===== src/rtl/s8fb_pkg.sv =====
// s8fb_pkg: shared types and constants of the sum8 command frame builder.
// No dependencies; imported by all RTL modules.
package s8fb_pkg;

   localparam logic [7:0] SYNC_FIRST  = 8'hEB;
   localparam logic [7:0] SYNC_SECOND = 8'h90;
   localparam int unsigned JOB_MAX    = 6;   // most words one item can cause
   localparam int unsigned CNT_W      = 3;   // holds 0..JOB_MAX

   localparam logic ACT_START   = 1'b0;
   localparam logic ACT_PAYLOAD = 1'b1;

   typedef struct packed {
      logic       action;
      logic [7:0] device_id;
      logic [7:0] command;
      logic [7:0] payload_length;
      logic [7:0] payload_byte;
   } req_item_type;

   // Words caused by one accepted item; word 0 goes out first.
   typedef struct packed {
      logic [JOB_MAX-1:0][7:0] bytes;
      logic [CNT_W-1:0]        count;
      logic                    has_end;   // last word is the checksum
   } job_type;

endpackage


===== src/rtl/s8fb_channels.sv =====
// s8fb_channels: valid/ready channel interfaces for the frame builder.
// Depends on nothing; used by sum8_command_frame_builder.
interface s8fb_req_if;
   logic       valid;
   logic       ready;
   logic       action;
   logic [7:0] device_id;
   logic [7:0] command;
   logic [7:0] payload_length;
   logic [7:0] payload_byte;

   modport source (output valid, action, device_id, command, payload_length,
                   payload_byte, input ready);
   modport sink   (input valid, action, device_id, command, payload_length,
                   payload_byte, output ready);
endinterface

interface s8fb_rsp_if;
   logic       valid;
   logic       ready;
   logic [7:0] frame_byte;
   logic       frame_end;

   modport source (output valid, frame_byte, frame_end, input ready);
   modport sink   (input valid, frame_byte, frame_end, output ready);
endinterface


===== src/rtl/s8fb_framer.sv =====
// s8fb_framer: frame state (bytes left, running sum, in frame) and the
// words each accepted item causes. Depends on s8fb_pkg.
module s8fb_framer
   import s8fb_pkg::*;
#(
   parameter int MAX_PAYLOAD = 254
) (
   input  logic         clock,
   input  logic         reset,
   input  logic         accept,
   input  req_item_type item,
   output job_type      job
);

   localparam logic [7:0] MAX_LEN = 8'(MAX_PAYLOAD);

   logic [7:0] bytes_left_ff, bytes_left_in;
   logic [7:0] running_sum_ff, running_sum_in;
   logic       in_frame_ff, in_frame_in;

   logic [7:0] len_sat, len_byte, hdr_sum, pay_sum, left_dec;

   always_comb begin
      len_sat  = (item.payload_length > MAX_LEN) ? MAX_LEN : item.payload_length;
      len_byte = len_sat + 8'd1;
      hdr_sum  = item.device_id + len_byte + item.command;
      pay_sum  = running_sum_ff + item.payload_byte;
      left_dec = (bytes_left_ff != 8'd0) ? bytes_left_ff - 8'd1 : bytes_left_ff;

      bytes_left_in  = bytes_left_ff;
      running_sum_in = running_sum_ff;
      in_frame_in    = in_frame_ff;
      job.bytes      = '0;
      job.count      = '0;
      job.has_end    = 1'b0;

      case (item.action)
         ACT_START: begin
            job.bytes[0]   = SYNC_FIRST;
            job.bytes[1]   = SYNC_SECOND;
            job.bytes[2]   = item.device_id;
            job.bytes[3]   = len_byte;
            job.bytes[4]   = item.command;
            job.bytes[5]   = hdr_sum;
            running_sum_in = hdr_sum;
            bytes_left_in  = len_sat;
            if (len_sat == 8'd0) begin
               job.count   = CNT_W'(6);
               job.has_end = 1'b1;
               in_frame_in = 1'b0;
            end else begin
               job.count   = CNT_W'(5);
               in_frame_in = 1'b1;
            end
         end
         ACT_PAYLOAD: begin
            if (in_frame_ff) begin
               job.bytes[0]   = item.payload_byte;
               job.bytes[1]   = pay_sum;
               running_sum_in = pay_sum;
               bytes_left_in  = left_dec;
               if (left_dec == 8'd0) begin
                  job.count   = CNT_W'(2);
                  job.has_end = 1'b1;
                  in_frame_in = 1'b0;
               end else begin
                  job.count = CNT_W'(1);
               end
            end
         end
         default: begin
            job.count = '0;
         end
      endcase
   end

   always_ff @(posedge clock) begin
      if (reset) begin
         bytes_left_ff  <= '0;
         running_sum_ff <= '0;
         in_frame_ff    <= 1'b0;
      end else if (accept) begin
         bytes_left_ff  <= bytes_left_in;
         running_sum_ff <= running_sum_in;
         in_frame_ff    <= in_frame_in;
      end
   end

   // An open frame always expects at least one more payload word.
   a_open_has_left: assert property (@(posedge clock) disable iff (reset)
      in_frame_ff |-> bytes_left_ff != 8'd0)
      else $error("open frame with no bytes left");

   // Once idle, no payload count lingers.
   a_idle_no_left: assert property (@(posedge clock) disable iff (reset)
      !in_frame_ff |-> bytes_left_ff == 8'd0)
      else $error("idle with bytes left");

   // A payload word outside a frame leaves the state untouched.
   a_stray_ignored: assert property (@(posedge clock) disable iff (reset)
      (accept && item.action == ACT_PAYLOAD && !in_frame_ff) |=>
         !in_frame_ff && $stable(running_sum_ff))
      else $error("stray payload changed state");

endmodule


===== src/rtl/s8fb_serializer.sv =====
// s8fb_serializer: result register holding the words of one item and
// shifting them out one per handshake. Depends on s8fb_pkg.
module s8fb_serializer
   import s8fb_pkg::*;
(
   input  logic       clock,
   input  logic       reset,
   input  logic       load,
   input  job_type    job,
   output logic       can_load,
   output logic       out_valid,
   input  logic       out_ready,
   output logic [7:0] out_byte,
   output logic       out_end
);

   logic [JOB_MAX-1:0][7:0] bytes_ff, bytes_in;
   logic [CNT_W-1:0]        count_ff, count_in;
   logic                    has_end_ff, has_end_in;
   logic                    take;

   assign out_valid = (count_ff != '0);
   assign take      = out_valid && out_ready;
   assign can_load  = (count_ff == '0) || (count_ff == CNT_W'(1) && out_ready);
   assign out_byte  = bytes_ff[0];
   assign out_end   = has_end_ff && (count_ff == CNT_W'(1));

   always_comb begin
      bytes_in   = bytes_ff;
      count_in   = count_ff;
      has_end_in = has_end_ff;
      if (load) begin
         bytes_in   = job.bytes;
         count_in   = job.count;
         has_end_in = job.has_end;
      end else if (take) begin
         bytes_in = {8'h00, bytes_ff[JOB_MAX-1:1]};
         count_in = count_ff - CNT_W'(1);
      end
   end

   always_ff @(posedge clock) begin
      if (reset) begin
         count_ff   <= '0;
         has_end_ff <= 1'b0;
      end else begin
         count_ff   <= count_in;
         has_end_ff <= has_end_in;
      end
   end

   always_ff @(posedge clock) begin
      bytes_ff <= bytes_in;
   end

   a_count_range: assert property (@(posedge clock) disable iff (reset)
      count_ff <= CNT_W'(JOB_MAX))
      else $error("word count out of range");

   // A load never overwrites words still waiting.
   a_no_overwrite: assert property (@(posedge clock) disable iff (reset)
      load |-> (count_ff == '0) || (count_ff == CNT_W'(1) && take))
      else $error("load over pending words");

   // A stall with several words queued keeps the count.
   a_stall_holds: assert property (@(posedge clock) disable iff (reset)
      (count_ff > CNT_W'(1) && !out_ready) |=> $stable(count_ff))
      else $error("count moved during stall");

endmodule


===== src/rtl/sum8_command_frame_builder.sv =====
// sum8_command_frame_builder: top level of the sum8 command frame builder.
// Depends on s8fb_pkg, s8fb_channels, s8fb_framer, s8fb_serializer.
//
// Usage:
//   req_if carries one item per handshake: action 0 starts a frame (device_id,
//   command, payload_length), action 1 carries one payload_byte. rsp_if
//   carries the frame one word per handshake: EB, 90, id, length+1, command,
//   the payload words, then the sum8 checksum with frame_end high.
//   Lengths above MAX_PAYLOAD saturate. Payload items outside a frame are
//   taken and dropped. A start inside a frame abandons the open frame.
// Output: the first word of an item is on rsp_if in the cycle after the item
//   is accepted, from the result register.
// Throughput while rsp_if.ready is high: one output word per cycle. A start
//   item occupies the result register for 5 words (6 with a zero length), a
//   payload item for 1 word (2 on the last one); req_if.ready rises again in
//   the cycle its last word is taken, so a payload stream runs at one item per
//   cycle, and start items are bound by the single output byte port.
// Reset: synchronous, active high; idle, no frame open, result register
//   empty; req_if.ready is held low while reset is high.
// Stall: while rsp_if.ready is low the pending word holds and req_if.ready
//   stays low once the result register holds words that cannot drain.
module sum8_command_frame_builder
   import s8fb_pkg::*;
#(
   parameter int MAX_PAYLOAD = 254
) (
   input logic        clock,
   input logic        reset,
   s8fb_req_if.sink   req_if,
   s8fb_rsp_if.source rsp_if
);

   req_item_type item;
   job_type      job;
   logic         can_load;
   logic         accept;

   assign item.action         = req_if.action;
   assign item.device_id      = req_if.device_id;
   assign item.command        = req_if.command;
   assign item.payload_length = req_if.payload_length;
   assign item.payload_byte   = req_if.payload_byte;

   // Accept whenever the result register is empty or drains this cycle.
   assign req_if.ready = can_load && !reset;
   assign accept       = req_if.valid && req_if.ready;

   s8fb_framer #(
      .MAX_PAYLOAD (MAX_PAYLOAD)
   ) u_framer (
      .clock  (clock),
      .reset  (reset),
      .accept (accept),
      .item   (item),
      .job    (job)
   );

   s8fb_serializer u_serializer (
      .clock     (clock),
      .reset     (reset),
      .load      (accept),
      .job       (job),
      .can_load  (can_load),
      .out_valid (rsp_if.valid),
      .out_ready (rsp_if.ready),
      .out_byte  (rsp_if.frame_byte),
      .out_end   (rsp_if.frame_end)
   );

endmodule

===== src/flat_wrapper.sv =====
// flat-port wrapper written by rule: the top's interface ports become plain ports
module sum8_command_frame_builder_flat import s8fb_pkg::*;
#(
   parameter int MAX_PAYLOAD = 254
)
  (clock, reset, req_if_valid, req_if_action, req_if_device_id, req_if_command, req_if_payload_length, req_if_payload_byte, req_if_ready, rsp_if_valid, rsp_if_frame_byte, rsp_if_frame_end, rsp_if_ready);
  s8fb_req_if req_if_i ();
  s8fb_rsp_if rsp_if_i ();
  input logic clock;
  input logic reset;
  input wire logic [$bits(req_if_i.valid)-1:0] req_if_valid;
  input wire logic [$bits(req_if_i.action)-1:0] req_if_action;
  input wire logic [$bits(req_if_i.device_id)-1:0] req_if_device_id;
  input wire logic [$bits(req_if_i.command)-1:0] req_if_command;
  input wire logic [$bits(req_if_i.payload_length)-1:0] req_if_payload_length;
  input wire logic [$bits(req_if_i.payload_byte)-1:0] req_if_payload_byte;
  output wire logic [$bits(req_if_i.ready)-1:0] req_if_ready;
  output wire logic [$bits(rsp_if_i.valid)-1:0] rsp_if_valid;
  output wire logic [$bits(rsp_if_i.frame_byte)-1:0] rsp_if_frame_byte;
  output wire logic [$bits(rsp_if_i.frame_end)-1:0] rsp_if_frame_end;
  input wire logic [$bits(rsp_if_i.ready)-1:0] rsp_if_ready;
  assign req_if_i.valid = req_if_valid;
  assign req_if_i.action = req_if_action;
  assign req_if_i.device_id = req_if_device_id;
  assign req_if_i.command = req_if_command;
  assign req_if_i.payload_length = req_if_payload_length;
  assign req_if_i.payload_byte = req_if_payload_byte;
  assign req_if_ready = req_if_i.ready;
  assign rsp_if_valid = rsp_if_i.valid;
  assign rsp_if_frame_byte = rsp_if_i.frame_byte;
  assign rsp_if_frame_end = rsp_if_i.frame_end;
  assign rsp_if_i.ready = rsp_if_ready;
  sum8_command_frame_builder #(.MAX_PAYLOAD(MAX_PAYLOAD)) u_core (.clock(clock), .reset(reset), .req_if(req_if_i), .rsp_if(rsp_if_i));
endmodule

===== config.mk =====
export PLATFORM = sky130hd
export DESIGN_NAME = sum8_command_frame_builder_flat
export DESIGN_NICKNAME = d
export VERILOG_FILES = /design/src/rtl/s8fb_pkg.sv /design/src/rtl/s8fb_channels.sv /design/src/rtl/s8fb_framer.sv /design/src/rtl/s8fb_serializer.sv /design/src/rtl/sum8_command_frame_builder.sv /design/src/flat_wrapper.sv
export SDC_FILE = /design/constraint.sdc
export NUM_CORES = 1
export LEC_CHECK = 0
export ABC_CLOCK_PERIOD_IN_PS = 11900
export CORE_MARGIN = 4
export CORE_UTILIZATION = 65
export DETAILED_ROUTE_END_ITERATION = 6
export DONT_BUFFER_PORTS = 1
export PLACE_DENSITY = 0.81
export SLEW_MARGIN = 20
export SYNTH_ARGS = -nofsm -noshare
export SYNTH_HDL_FRONTEND = slang
export SYNTH_SLANG_ARGS = --single-unit

===== constraint.sdc =====
create_clock -name clock -period 11.9 [get_ports clock]
set_clock_uncertainty 0.1 [all_clocks]
set_input_delay 1.785 -clock clock [delete_from_list [all_inputs] [get_ports clock]]
set_output_delay 1.785 -clock clock [all_outputs]
set_load 0.01 [all_outputs]

Yosys cells after proc, flatten, opt, wreduce, memory -nomap -nowiden
Cells that the tools add are included.
{"block": "totals", "reg_bits": 69, "inputBits": 37, "output_inout_bits": 11}
{"block": "op_classes", "add_sub_neg": 6, "n_lt_le_gt_ge": 1, "n_eq_ne": 2, "muxes": 21, "bitwise_logic": 1, "reduce_logical": 14}
{"cell": "48-bit two-way mux", "count": 2}
{"cell": "20-bit case mux with 2 select lines", "count": 1}
{"cell": "32-bit two-way mux", "count": 1}
{"cell": "8-bit two-way mux", "count": 4}
{"cell": "8-bit case mux with 2 select lines", "count": 2}
{"cell": "8-bit adder", "count": 3}
{"cell": "20-bit two-way mux", "count": 1}
{"cell": "8-bit zero test", "count": 2}
{"cell": "8-bit by 1-bit adder with 8-bit output (second input constant)", "count": 1}
{"cell": "8-bit greater-than comparator (second input constant)", "count": 1}
{"cell": "8-bit nonzero test", "count": 1}
{"cell": "8-bit by 1-bit subtractor with 8-bit output (second input constant)", "count": 1}
{"cell": "3-bit two-way mux", "count": 2}
{"cell": "1-bit logical AND", "count": 5}
{"cell": "1-bit two-way mux", "count": 5}
{"cell": "2-bit two-way mux", "count": 2}
{"cell": "3-bit by 1-bit equality test with 1-bit output (second input constant)", "count": 1}
{"cell": "3-bit zero test", "count": 1}
{"cell": "3-bit nonzero test", "count": 1}
{"cell": "3-bit by 1-bit subtractor with 3-bit output (second input constant)", "count": 1}
{"cell": "2-bit by 1-bit inequality test with 1-bit output (second input constant)", "count": 1}
{"cell": "1-bit case mux with 2 select lines", "count": 1}
{"cell": "2-bit AND reduction", "count": 1}
{"cell": "2-bit nonzero test", "count": 1}
{"cell": "3 further kinds", "count": 3}

Logic depth before layout (Yosys ltp)
Gate-level depths: netlist of the first run.
{"block": "logic_depth", "word_depth": 7, "depth_mapped": 15}

Cells and area by module
From an unflattened synthesis of the first run, not the netlist that was laid out.
{"block": "unflattened", "cells_unflattened": 434, "area_unflattened_um2": 4508.1}
{"module": "s8fb_serializer", "instances": 1, "cells_per_inst": 140, "area_each_um2": 2327.2}
{"module": "s8fb_framer", "instances": 1, "cells_per_inst": 292, "area_each_um2": 2165.8}
{"module": "sum8_command_frame_builder", "instances": 1, "cells_per_inst": 2, "area_each_um2": 15.0}

Least setup slack after synthesis of the first run
No wires, ideal clock.
{"block": "synth_path", "path_kind": "input-to-reg", "startpoint": "input port req_if_payload_length[2]", "endpoint": "register u_core.u_serializer.bytes_ff[47] (netlist bit) (data pin)", "arrival_time_ps": 4657, "required_time_ps": 11536, "path_slack_ps": 6879, "cell_stages": 13, "path_cell_list": "buf_2 > nand4_1 > o31ai_1 > inv_1 > ha_1 > fa_1 > ha_1 > fa_1 > a211oi_1 > o21bai_1 > a21oi_1 > xnor2_1 > nor2_1"}
{"block": "synth_between", "elab_chain_cells": 7}
{"element": "from (decl)", "line_no": "flat_wrapper.sv:15", "source": "input wire logic [$bits(req_if_i.payload_length)-1:0] req_if_payload_length;"}
{"element": "8-bit greater-than comparator", "line_no": "s8fb_framer.sv:24", "source": "len_sat = (item.payload_length > MAX_LEN) ? MAX_LEN : item.payload_length;"}
{"element": "8-bit two-way mux (*)", "line_no": "s8fb_framer.sv:24"}
{"element": "8-bit by 1-bit adder with 8-bit output (*)", "line_no": "s8fb_framer.sv:25", "source": "len_byte = len_sat + 8'd1;"}
{"element": "8-bit adder (*) (2 in series)", "line_no": "s8fb_framer.sv:26", "source": "hdr_sum = item.device_id + len_byte + item.command;"}
{"element": "32-bit two-way mux (*)", "line_no": "s8fb_framer.sv:37", "source": "case (item.action)"}
{"element": "48-bit two-way mux (*)", "line_no": "s8fb_serializer.sv:32", "source": "if (load) begin"}
{"element": "to (signal assigned)", "line_no": "s8fb_serializer.sv:53", "source": "bytes_ff <= bytes_in;"}
{"element": "to (decl)", "line_no": "s8fb_serializer.sv:17", "source": "logic [JOB_MAX-1:0][7:0] bytes_ff, bytes_in;"}
Mark *: on every way between the ends. The rest lies on a longest branch, timed or not.
A chain may end at the register's enable or synchronous reset.

Worst setup path in the final report of the first run
{"block": "layout_path", "startpoint": "input port req_if_payload_length[5]", "endpoint": "register u_core.u_serializer.bytes_ff[47] (netlist bit) (data pin)"}
The elaborated chain is that of the path after synthesis.

==> metrics, run 1 <==
element type at the critical path end=flip-flop; number of remaining DRC errors=0; register-to-register setup slack=slightly above 9 ns; GR Layer Usage met1=32.7%; r2r worst-path depth=8; gate count of the mapped netlist=between 400 and 500; fraction of final layout cells sized beyond drive strength 1=between 5 and 6%; total power per unit cell area=217 nW/um^2; Die Outline Area=between 8000 and 9000 um^2; CTS Buffer Depth=2; min-delay worst type=reg2reg; core box area=between 6000 and 7000 um^2; Hold Vio Cnt, Final=0; number of global-route vias before repair=roughly 3.4k; startpoint-to-endpoint class of the critical path=in2reg; highest net fanout along the worst path=5; Mapped Nets=approximately 520; Area growth, synth to finish=3.83%; GR met2 Demand/Resource=between 40 and 50%; Post-CTS Setup Bufs=0; clock-pin slew of the registers on the worst-case setup and hold paths=approximately 0.07 ns; total count of max-transition violations in the final report=0; number of nets in the layout=502; worst relative slew slack=a little over a third; drt total wl=just over 10 mm; via-per-instance ratio=approximately 6.6; status=completed; count of warnings emitted by yosys=0; number of clock sinks seen by CTS=just under 70; average wire per standard cell=19.9 um; HPWL reported at the end of detailed placement=7.11 mm; DRT Pass-1 Iters=5; endpoint of the lowest-slack register-to-register path=u_core.u_framer.running_sum_ff[4]; cells resized by post-CTS repair=0; Yosys reg bits=69; async set-reset flop share out of synthesis=0%; worst path arrival time=5.08 ns; number of levels the H-tree was split into=3; Max Clk Rate=between 150 and 200 MHz; Final Non-Filler Cells=518; clock network latency to the later pin of the worst-skew pair=~0.36 ns; shortest period the worst path allows=5.09 ns; endpoint of the worst hold-timing path=u_core.u_framer.running_sum_ff[2]; Site Rows=29; worst path required time=11.89 ns; top area cells in the synthesized netlist=sky130_fd_sc_hd__edfxtp_1 (33%), sky130_fd_sc_hd__dfxtp_1 (9.7%), sky130_fd_sc_hd__nand2_1 (6.5%); kind of start point of the critical path=input pin; cell depth of the worst hold path=2; reg-to-reg critical path startpoint=u_core.u_serializer.count_ff[0]; TritonCTS clock tree=yes; share of the clock period used by the worst path after layout=a little over two fifths; DP Cell Count=between 500 and 600; GR met3 Demand/Resource=roughly 8.6%; Max rail drop VDD=0.115 mV; RSZ-0062 raised after global routing=no; antenna-violating nets left=0; average cell area after synthesis=approximately 9.5 um^2; CTS buffer count=9; Hold Buf Count CTS=0; die height=about 90 um; post-synthesis instance area=4340 um^2; endpoints failing setup=0; slew of the pin with the lowest slew margin=just under 1 ns; Most Crowded Layer GR=met2; effective utilization at floorplan=between 60% and 70%; count of vias placed by the detailed router=approximately 3.4k; most used flip-flop cell after synthesis=sky130_fd_sc_hd__edfxtp_1; MaxCap Viol Count=0; total routing resource utilization after global routing=a little over a quarter; Yosys cell types=56; antenna violations before repair=0; global-route wire length before repair=between 15 and 20 mm; Congestion Overflow GR=0; antenna cells=0; proportion of synthesized chip area in sequential cells=42.9%; setup TNS=0 ns; die outline width=89.7 um; number of enable-type register cells in the synthesized netlist=48; Routability Congestion=0.932; largest net degree at the start of global routing=64; Ports=48; static power due to leakage=between 0.0015 and 0.002 uW; root cell of the clock tree=sky130_fd_sc_hd__clkbuf_8; drt first-iter violations=approximately 280; top cell type by total area after synthesis=sky130_fd_sc_hd__edfxtp_1; area share of the leading cell type in the synthesized netlist=between 30% and 40%; number of port buffers=0; final hold slack=0.376 ns; worst min-delay path startpoint=u_core.u_framer.running_sum_ff[2]
[kinds of logic (layout without fill, tap and decap cells)]
logic type	count (synthesis)	after routing	share of synthesized area (%)
and+or+nand+nor	166	166	18.6
AOI/OAI and AO/OA	113	113	18.0
DFF	69	69	42.9
buffers and inverters	57	41	5.88
adders and majority gates	28	28	9.62
xor gates and xnor gates	17	17	3.43
muxes	7	7	1.61
[layout make-up]
type                    instances  area, um^2
fillers                       497        1910
well taps                      77        96.3
clock buffers                   9         124
clock inverters                 6        88.8
multi-input cells             331        2230
flip-flops and latches         69        1860
repair buffers                  2        15.0
inverters                      24        90.1
[sequential cells by signal, indices dropped and copies added (netlist names)]
signal / cells
u_core.u_serializer.has_end_ff: 1
u_core.u_framer.in_frame_ff: 1
u_core.u_serializer.out_byte: 8
u_core.u_serializer.bytes_ff: 40
u_core.u_framer.running_sum_ff: 8
u_core.u_serializer.count_ff: 3
u_core.u_framer.bytes_left_ff: 8
[Yosys cell counts (5+ instances only)]
cell,number
sky130_fd_sc_hd__nand2_1,75
sky130_fd_sc_hd__edfxtp_1,48
sky130_fd_sc_hd__nor2_1,32
sky130_fd_sc_hd__inv_1,24
sky130_fd_sc_hd__dfxtp_1,21
sky130_fd_sc_hd__ha_1,19
sky130_fd_sc_hd__a21oi_1,17
sky130_fd_sc_hd__clkbuf_1,17
sky130_fd_sc_hd__o21ai_0,17
sky130_fd_sc_hd__nand3b_1,14
sky130_fd_sc_hd__xnor2_1,12
sky130_fd_sc_hd__a211oi_1,11
sky130_fd_sc_hd__nand3_1,11
sky130_fd_sc_hd__o31ai_1,11
sky130_fd_sc_hd__a31oi_1,9
sky130_fd_sc_hd__fa_1,9
sky130_fd_sc_hd__buf_4,8
sky130_fd_sc_hd__mux2i_1,7
sky130_fd_sc_hd__a21o_1,6
sky130_fd_sc_hd__and2_1,6
sky130_fd_sc_hd__nand2b_1,6
sky130_fd_sc_hd__o22ai_1,6
sky130_fd_sc_hd__a211o_1,5
sky130_fd_sc_hd__nor3_1,5
sky130_fd_sc_hd__xor2_1,5
[metal layers]
metal | part of all wire (%) | wire length (um) | vias to the layer above
met5 | 0 | 0 | -
met4 | 3.6 | 374 | 0
met3 | 9.0 | 927 | 38
met2 | 47 | 4880 | 144
met1 | 40 | 4120 | 1650
li1 | - | - | 1604
[worst max-delay path, stage by stage]
cell and delay, ns:
sky130_fd_sc_hd__nand4_1 0.10, sky130_fd_sc_hd__o31ai_1 0.51, sky130_fd_sc_hd__inv_1 0.15, sky130_fd_sc_hd__ha_1 0.26, sky130_fd_sc_hd__xor2_1 0.27, sky130_fd_sc_hd__fa_1 0.53
sky130_fd_sc_hd__fa_1 0.50, sky130_fd_sc_hd__a211oi_1 0.41, sky130_fd_sc_hd__o21bai_1 0.13, sky130_fd_sc_hd__a21oi_1 0.19, sky130_fd_sc_hd__xnor2_1 0.18, sky130_fd_sc_hd__nor2_1 0.07
[metrics by stage]
stage / total power [uW] / worst slack, ns / area [um^2] / utilization, %
finish: 980 / 6.81 / 4510 / 70.2
global placement: 757 / 6.87 / 4290 / 66.8
CTS: 978 / 6.88 / 4500 / 70.1
global route: 1040 / 6.63 / 4510 / 70.2
floorplan: 710 / 6.88 / 4340 / -
detailed placement: 770 / 6.56 / 4290 / 66.8
[how the worst max path moves through the flow]
stage                                        start                                to  depth (start not counted)
after global routing      req_if_payload_length[5]  u_core.u_serializer.bytes_ff[47]                         12
after detailed placement  req_if_payload_length[5]  u_core.u_serializer.bytes_ff[47]                         12
after global placement    req_if_payload_length[5]  u_core.u_serializer.bytes_ff[47]                         12
final                     req_if_payload_length[5]  u_core.u_serializer.bytes_ff[47]                         12
after floorplan           req_if_payload_length[2]  u_core.u_serializer.bytes_ff[47]                         13
after CTS                 req_if_payload_length[5]  u_core.u_serializer.bytes_ff[47]                         12
[cell usage in the layout (no fill, tap or decap), drive strengths merged, types with 7 or more instances in the layout]
| cell type | count |
|---|---|
| xnor2 | 12 |
| fa | 9 |
| mux2i | 7 |
| nand2 | 75 |
| nand3b | 14 |
| inv | 24 |
| a211oi | 11 |
| clkbuf | 9 |
| o31ai | 11 |
| nor2 | 32 |
| nand3 | 11 |
| ha | 19 |
| edfxtp | 48 |
| dfxtp | 21 |
| a21oi | 18 |
| a31oi | 9 |
| o21ai | 17 |
[report_power, final]
group | switching (uW) | internal (uW)
Sequential | 43.0 | 383
Clock | 92.8 | 117
Combinational | 217 | 127
Total | 353 | 627
No activity file was read; power rests on OpenSTA's default activity.
==> run 2, diff against run 1 <==
ABC_CLOCK_PERIOD_IN_PS = 4770   (was 11900)
CORE_UTILIZATION = 64   (was 65)
PLACE_DENSITY = 0.8   (was 0.81)
clock period = 4.77 ns   (was 11.9 ns; I/O delays follow)
==> run 2 against run 1 <==
Worst setup slack got worse by 5.9 ns. Routed wire length is 2.0% higher. Hold slack lost 0.051 ns. Global-route usage increased by 0.24 points. Flip-flop and latch count unchanged. Utilization decreased by 0.22 points. Critical path type unchanged. Cell count increased by 0.19%. Non-clock buffer count is the same. Clock power grew to 2.6 times the previous value. Via count decreased by 1.6%. Total power increased to 2.5 times the previous value.
==> metrics, run 2 (synthesis results as in run 1) <==
total power per unit cell area=547 nW/um^2 (+150%); Die Outline Area=8170 um^2 (+1.4%); average wire per standard cell=20.2 um (+1.8%); startpoint-to-endpoint class of the critical path=in2reg; highest net fanout along the worst path=5 (unchanged); element type at the critical path end=flip-flop; sequential fraction of design power=42.9% (-0.6 points); critical-path cell list=nand4_1, o31ai_1, inv_1, ha_1, xor2_1, fa_1, fa_1, a211oi_1, o21bai_1, a21oi_1, xnor2_1, nor2_1; drt total wl=10.5 mm (+2.0%); static power due to leakage=0.00176 uW (+0.72%); min-delay worst type=in2reg; antenna-violating nets left=0 (unchanged); CTS Buffer Depth=2 (unchanged); Hold Buf Count CTS=0 (unchanged); switching power share of the total=36.2% (+0.13 points); total routing resource utilization after global routing=26.6% (+0.24 points); total count of max-transition violations in the final report=0 (unchanged); Post-CTS Setup Bufs=0 (unchanged); most frequent standard cell in the layout excluding fill and tap cells=sky130_fd_sc_hd__nand2_1; Ports=48 (unchanged); cell type of the slowest stage on the worst timing path=sky130_fd_sc_hd__fa_1; drt first-iter violations=231 (-19%); Worst Setup SP=req_if_payload_length[5]; share of the clock period used by the worst path after layout=between 70% and 80%; critical path's largest stage delay=0.50 ns (-0.03 ns); DRT Pass-1 Iters=4 (-1); reg-to-reg critical path startpoint=u_core.u_serializer.count_ff[0]; worst relative slew slack=37.5% (+2.5 points); number of clock sinks seen by CTS=69 (unchanged); shortest period the worst path allows=3.82 ns; cells resized by post-CTS repair=0 (unchanged); CTS buffer count=9 (unchanged); largest net degree at the start of global routing=64 (unchanged); final instance area=4520 um^2 (+0.25%); clock network latency to the later pin of the worst-skew pair=0.36 ns (about the same); worst min-delay path startpoint=reset; die outline width=90.4 um (+0.71%); Site Rows=29 (unchanged); top library cells by usage in the layout, fill and taps aside=sky130_fd_sc_hd__nand2_1 (74), sky130_fd_sc_hd__edfxtp_1 (48), sky130_fd_sc_hd__nor2_1 (32); antenna cells=0 (unchanged); Power Internal=1580 uW (+150%); HPWL reported at the end of detailed placement=7.31 mm (+2.8%); routed length on met2=4.89 mm (about the same); MaxCap Viol Count=0 (unchanged); slew of the pin with the lowest slew margin=0.937 ns (-0.0373 ns); total placed instance area=4290 um^2 (unchanged); clock-pin slew of the registers on the worst-case setup and hold paths=0.08 ns (about the same); TritonCTS clock tree=yes; wire length on met1=4.36 mm (+5.8%); Hold Vio Cnt, Final=0 (unchanged); antenna violations before repair=0 (unchanged); largest register by flop count=u_core.u_serializer.bytes_ff; endpoints failing setup=0 (unchanged); Max Clk Rate=262 MHz; status=completed; critical path's most frequent cell=sky130_fd_sc_hd__fa_1; number of remaining DRC errors=0 (unchanged); number of global-route vias before repair=3293 (-2.2%); power share of the clock group=22.0% (+0.6 points); Area growth, synth to finish=4.09%; relative contribution of combinational cells to total power=35.1% (about the same); fraction of final layout cells sized beyond drive strength 1=5.43% (-0.012 points); number of port buffers=0 (unchanged); highest metal used=met4; effective utilization at floorplan=67.2% (-0.38 points); number of levels the H-tree was split into=3 (unchanged); Top Family by Delay on Critical Path=adder cells; flip-flop count of the largest register, all copies and words added=40 (unchanged); root cell of the clock tree=sky130_fd_sc_hd__clkbuf_8; WL met3=941 um (+1.5%); buffers plus inverters on the worst setup path=1 (unchanged); RSZ-0062 raised after global routing=no; Max rail drop VDD=0.267 mV (+130%); worst path arrival time=3.80 ns (-1.28 ns); number of nets in the layout=502 (unchanged); Congestion Overflow GR=0 (unchanged); setup TNS=0 ns (unchanged); kind of start point of the critical path=input pin; worst path required time=4.76 ns (-7.13 ns); net switching component of the power=894 uW (+150%); Routability Congestion=0.940 (+0.77%); count of vias placed by the detailed router=3380 (-1.6%); via-per-instance ratio=6.51 (-1.8%); die height=90.4 um (+0.71%); core box area=6460 um^2 (+0.56%); global-route wire length before repair=17.1 mm (+1.4%)
## run 2: area by class of cell
cell class | count | area (um^2)
Multi-Input combinational cell | 331 | 2230
Fill cell | 487 | 1940
Sequential cell | 69 | 1860
Clock buffer | 10 | 138
Tap cell | 77 | 96.3
Inverter | 24 | 90.1
Clock inverter | 6 | 86.3
Timing Repair Buffer | 2 | 15.0
## run 2: through the flow
step	std cells	utilization (%)	worst slack (ns)	hold slack, ns	total power [uW]
after floorplan	457	-	0.819	0.336	1770
after global placement	503	66.4	0.781	0.350	1900
after detailed placement	503	66.4	0.646	0.358	1930
after CTS	519	69.9	1.01	0.325	2470
after global routing	519	70.0	0.716	0.321	2630
final	519	70.0	0.954	0.325	2470
## run 2: layer usage
metal,up-vias,track usage (%)
li1,1607,-
met3,24,9.42
met4,0,10.3
met2,133,41.1
met1,1616,34.2
met5,-,0
## run 2: worst register-to-register path, stage by stage, from the launching register on
cell and delay, ns:
sky130_fd_sc_hd__dfxtp_1 0.33, sky130_fd_sc_hd__inv_1 0.08, sky130_fd_sc_hd__ha_1 0.24, sky130_fd_sc_hd__a21o_1 0.20, sky130_fd_sc_hd__nand2_1 0.27, sky130_fd_sc_hd__buf_4 0.50, sky130_fd_sc_hd__nor2_1 0.29, sky130_fd_sc_hd__a22o_1 0.25
## run 2: power groups by stage
| stage | clock network (uW) | registers, uW | logic [uW] |
|---|---|---|---|
| 5_1_grt | 575 | 1080 | 967 |
| 3_3_place_gp | 0 | 1070 | 830 |
| 3_5_place_dp | 0 | 1080 | 853 |
| 6_report | 544 | 1060 | 869 |
| 2_1_floorplan | 0 | 1030 | 743 |
| 4_1_cts | 541 | 1070 | 859 |
## run 2: path summary, 6_finish.rpt
kind                                       endpoint  slack, ns  cells past startpoint
setup / recovery   u_core.u_serializer.bytes_ff[47]       0.95                     12
hold / removal      u_core.u_serializer.count_ff[2]       0.33                      1
hold reg to reg   u_core.u_framer.running_sum_ff[2]       0.38                      2
setup reg to reg   u_core.u_serializer.bytes_ff[27]       2.29                      7
==> run 3, diff against run 2 <==
ABC_CLOCK_PERIOD_IN_PS = 3800   (was 4770)
clock period = 3.8 ns   (was 4.77 ns; I/O delays follow)
==> run 3 against run 2 <==
Via count is 1.1% lower. Hold slack got worse by 0.13 ns. First-iteration DRC count did not move. Largest cell class unchanged. Largest power group unchanged. Highest routed layer unchanged.
==> metrics, run 3 (synthesis results as in run 1) <==
number of clock sinks seen by CTS=69 (unchanged); root cell of the clock tree=sky130_fd_sc_hd__clkbuf_8; Routability Congestion=0.919 (-2.2%); Ports=48 (unchanged); status=completed; largest register by flop count=u_core.u_serializer.bytes_ff; cell depth of the worst hold path=1 (unchanged); final instance area=4530 um^2 (+0.25%); Congestion Overflow GR=0 (unchanged); DRT Pass-1 Iters=5 (+1); antenna cells=0 (unchanged); RSZ-0062 raised after global routing=no; number of nets in the layout=506 (+0.80%); core box area=6460 um^2 (unchanged); via-per-instance ratio=6.39 (-1.8%); Area growth, synth to finish=4.35%; static power due to leakage=0.00177 uW (+0.33%); endpoint of the lowest-slack register-to-register path=u_core.u_framer.running_sum_ff[6]; total power per unit cell area=668 nW/um^2 (+22%); r2r worst-path depth=8 (+1); clock network latency to the later pin of the worst-skew pair=0.34 ns (-0.02 ns); setup TNS=0 ns (unchanged); Hold Vio Cnt, Final=0 (unchanged); Die Outline Area=8170 um^2 (unchanged); CTS Buffer Depth=2 (unchanged); layout filler cell count=496 (+1.8%); effective utilization at floorplan=67.2% (unchanged); total placed instance area=4340 um^2 (+1.1%); top library cells by usage in the layout, fill and taps aside=sky130_fd_sc_hd__nand2_1 (74), sky130_fd_sc_hd__edfxtp_1 (48), sky130_fd_sc_hd__nor2_1 (32); drt total wl=9.98 mm (-5.0%); worst min-delay path startpoint=reset; antenna violations before repair=0 (unchanged); worst path required time=3.78 ns (-0.98 ns); slew of the pin with the lowest slew margin=0.936 ns (-0.00184 ns); Post-CTS Setup Bufs=0 (unchanged); die height=90.4 um (unchanged); number of levels the H-tree was split into=3 (unchanged); CTS buffer count=9 (unchanged); Max Clk Rate=approximately 290 MHz; cells resized by post-CTS repair=0 (unchanged); endpoint of the worst hold-timing path=u_core.u_framer.running_sum_ff[2]; kind of start point of the critical path=input pin; most frequent standard cell in the layout excluding fill and tap cells=sky130_fd_sc_hd__nand2_1; element type at the critical path end=flip-flop; worst relative slew slack=37.6% (+0.12 points); endpoints failing setup=0 (unchanged); largest net degree at the start of global routing=64 (unchanged); total routing resource utilization after global routing=25.3% (-1.3 points); share of the clock period used by the worst path after layout=90.0%; count of vias placed by the detailed router=3344 (-1.1%); flip-flop count of the largest register, all copies and words added=40 (unchanged); worst path arrival time=3.40 ns (-0.40 ns); total count of max-transition violations in the final report=0 (unchanged); number of remaining DRC errors=0 (unchanged); Final Non-Filler Cells=523 (+0.77%); Max rail drop VDD=0.361 mV (+35%); MaxCap Viol Count=0 (unchanged); register-to-register setup slack=1.50 ns (-0.79 ns); clock-pin slew of the registers on the worst-case setup and hold paths=0.07 ns (about the same); HPWL reported at the end of detailed placement=7.13 mm (-2.5%); number of port buffers=0 (unchanged); Hold Buf Count CTS=0 (unchanged); fraction of final layout cells sized beyond drive strength 1=6.28% (+0.85 points); antenna-violating nets left=0 (unchanged); drt first-iter violations=231 (unchanged); global-route wire length before repair=16.4 mm (-4.4%); shortest period the worst path allows=around 3.4 ns; DP Cell Count=507 (+0.80%); number of global-route vias before repair=3164 (-3.9%); startpoint-to-endpoint class of the critical path=in2reg; Site Rows=29 (unchanged); reg-to-reg critical path startpoint=u_core.u_serializer.count_ff[0]; highest net fanout along the worst path=5 (unchanged); average wire per standard cell=19.1 um (-5.7%); min-delay worst type=in2reg; die outline width=90.4 um (unchanged); TritonCTS clock tree=yes
[run 3: cell types whose count changed in the layout (fill, tap and decap cells not counted), sizes merged]
cell      previous run  this run
clkinvlp             0         1
bufinv               2         1
clkbuf              10        12
buf                  2         6
clkinv               4         2
[run 3: through the flow]
| stage | utilization, % | setup WS, ns | hold slack, ns | power [uW] |
|---|---|---|---|---|
| finish | 70.2 | 0.381 | 0.199 | 3030 |
| CTS | 70.2 | 0.416 | 0.181 | 3030 |
| global route | 70.2 | 0.226 | 0.181 | 3230 |
| floorplan | - | 0.0635 | 0.336 | 2220 |
| global placement | 67.2 | 0.176 | 0.353 | 2400 |
| detailed placement | 67.2 | 0.0399 | 0.362 | 2440 |
[run 3: where the power goes]
group	total, uW	internal (uW)	switching, uW
Clock	597	320	277
Combinational	1110	422	690
Sequential	1320	1200	122
Total	3030	1940	1090
[run 3: layout make-up]
class	instances	area, um^2	area share (%)
repair buffers	6	57.6	1.27
flip-flops and latches	69	1860	41.1
multi-input cells	331	2230	49.3
clock inverters	4	47.5	1.05
clock buffers	12	145	3.20
inverters	24	90.1	1.99
well taps	77	96.3	2.13
[run 3: worst max-delay path by stage]
stage | cells after the start | start | slack (ns) | end
2_1_floorplan | 13 | req_if_payload_length[2] | 0.06 | u_core.u_serializer.bytes_ff[47]
6_report | 12 | req_if_payload_length[5] | 0.38 | u_core.u_serializer.bytes_ff[47]
3_3_place_gp | 12 | req_if_payload_length[5] | 0.18 | u_core.u_serializer.bytes_ff[47]
5_1_grt | 12 | req_if_payload_length[5] | 0.23 | u_core.u_serializer.bytes_ff[47]
3_5_place_dp | 12 | req_if_payload_length[5] | 0.04 | u_core.u_serializer.bytes_ff[47]
4_1_cts | 12 | req_if_payload_length[5] | 0.42 | u_core.u_serializer.bytes_ff[47]
[run 3: metal layers]
layer / vias up / track usage (%) / part of all wire (%)
met5: - / 0 / 0
met4: 0 / 9.31 / 2.2
met3: 19 / 5.58 / 7.8
met2: 128 / 41.2 / 48
met1: 1588 / 33.1 / 42
li1: 1609 / - / -
[run 3: critical path: stages]
cell,delay (ns)
sky130_fd_sc_hd__nand4_1,0.12
sky130_fd_sc_hd__o31ai_2,0.26
sky130_fd_sc_hd__inv_1,0.11
sky130_fd_sc_hd__ha_1,0.33
sky130_fd_sc_hd__fa_1,0.45
sky130_fd_sc_hd__ha_1,0.26
sky130_fd_sc_hd__fa_1,0.43
sky130_fd_sc_hd__a211oi_1,0.32
sky130_fd_sc_hd__o21bai_1,0.12
sky130_fd_sc_hd__a21oi_1,0.18
sky130_fd_sc_hd__xnor2_1,0.17
sky130_fd_sc_hd__nor2_1,0.07
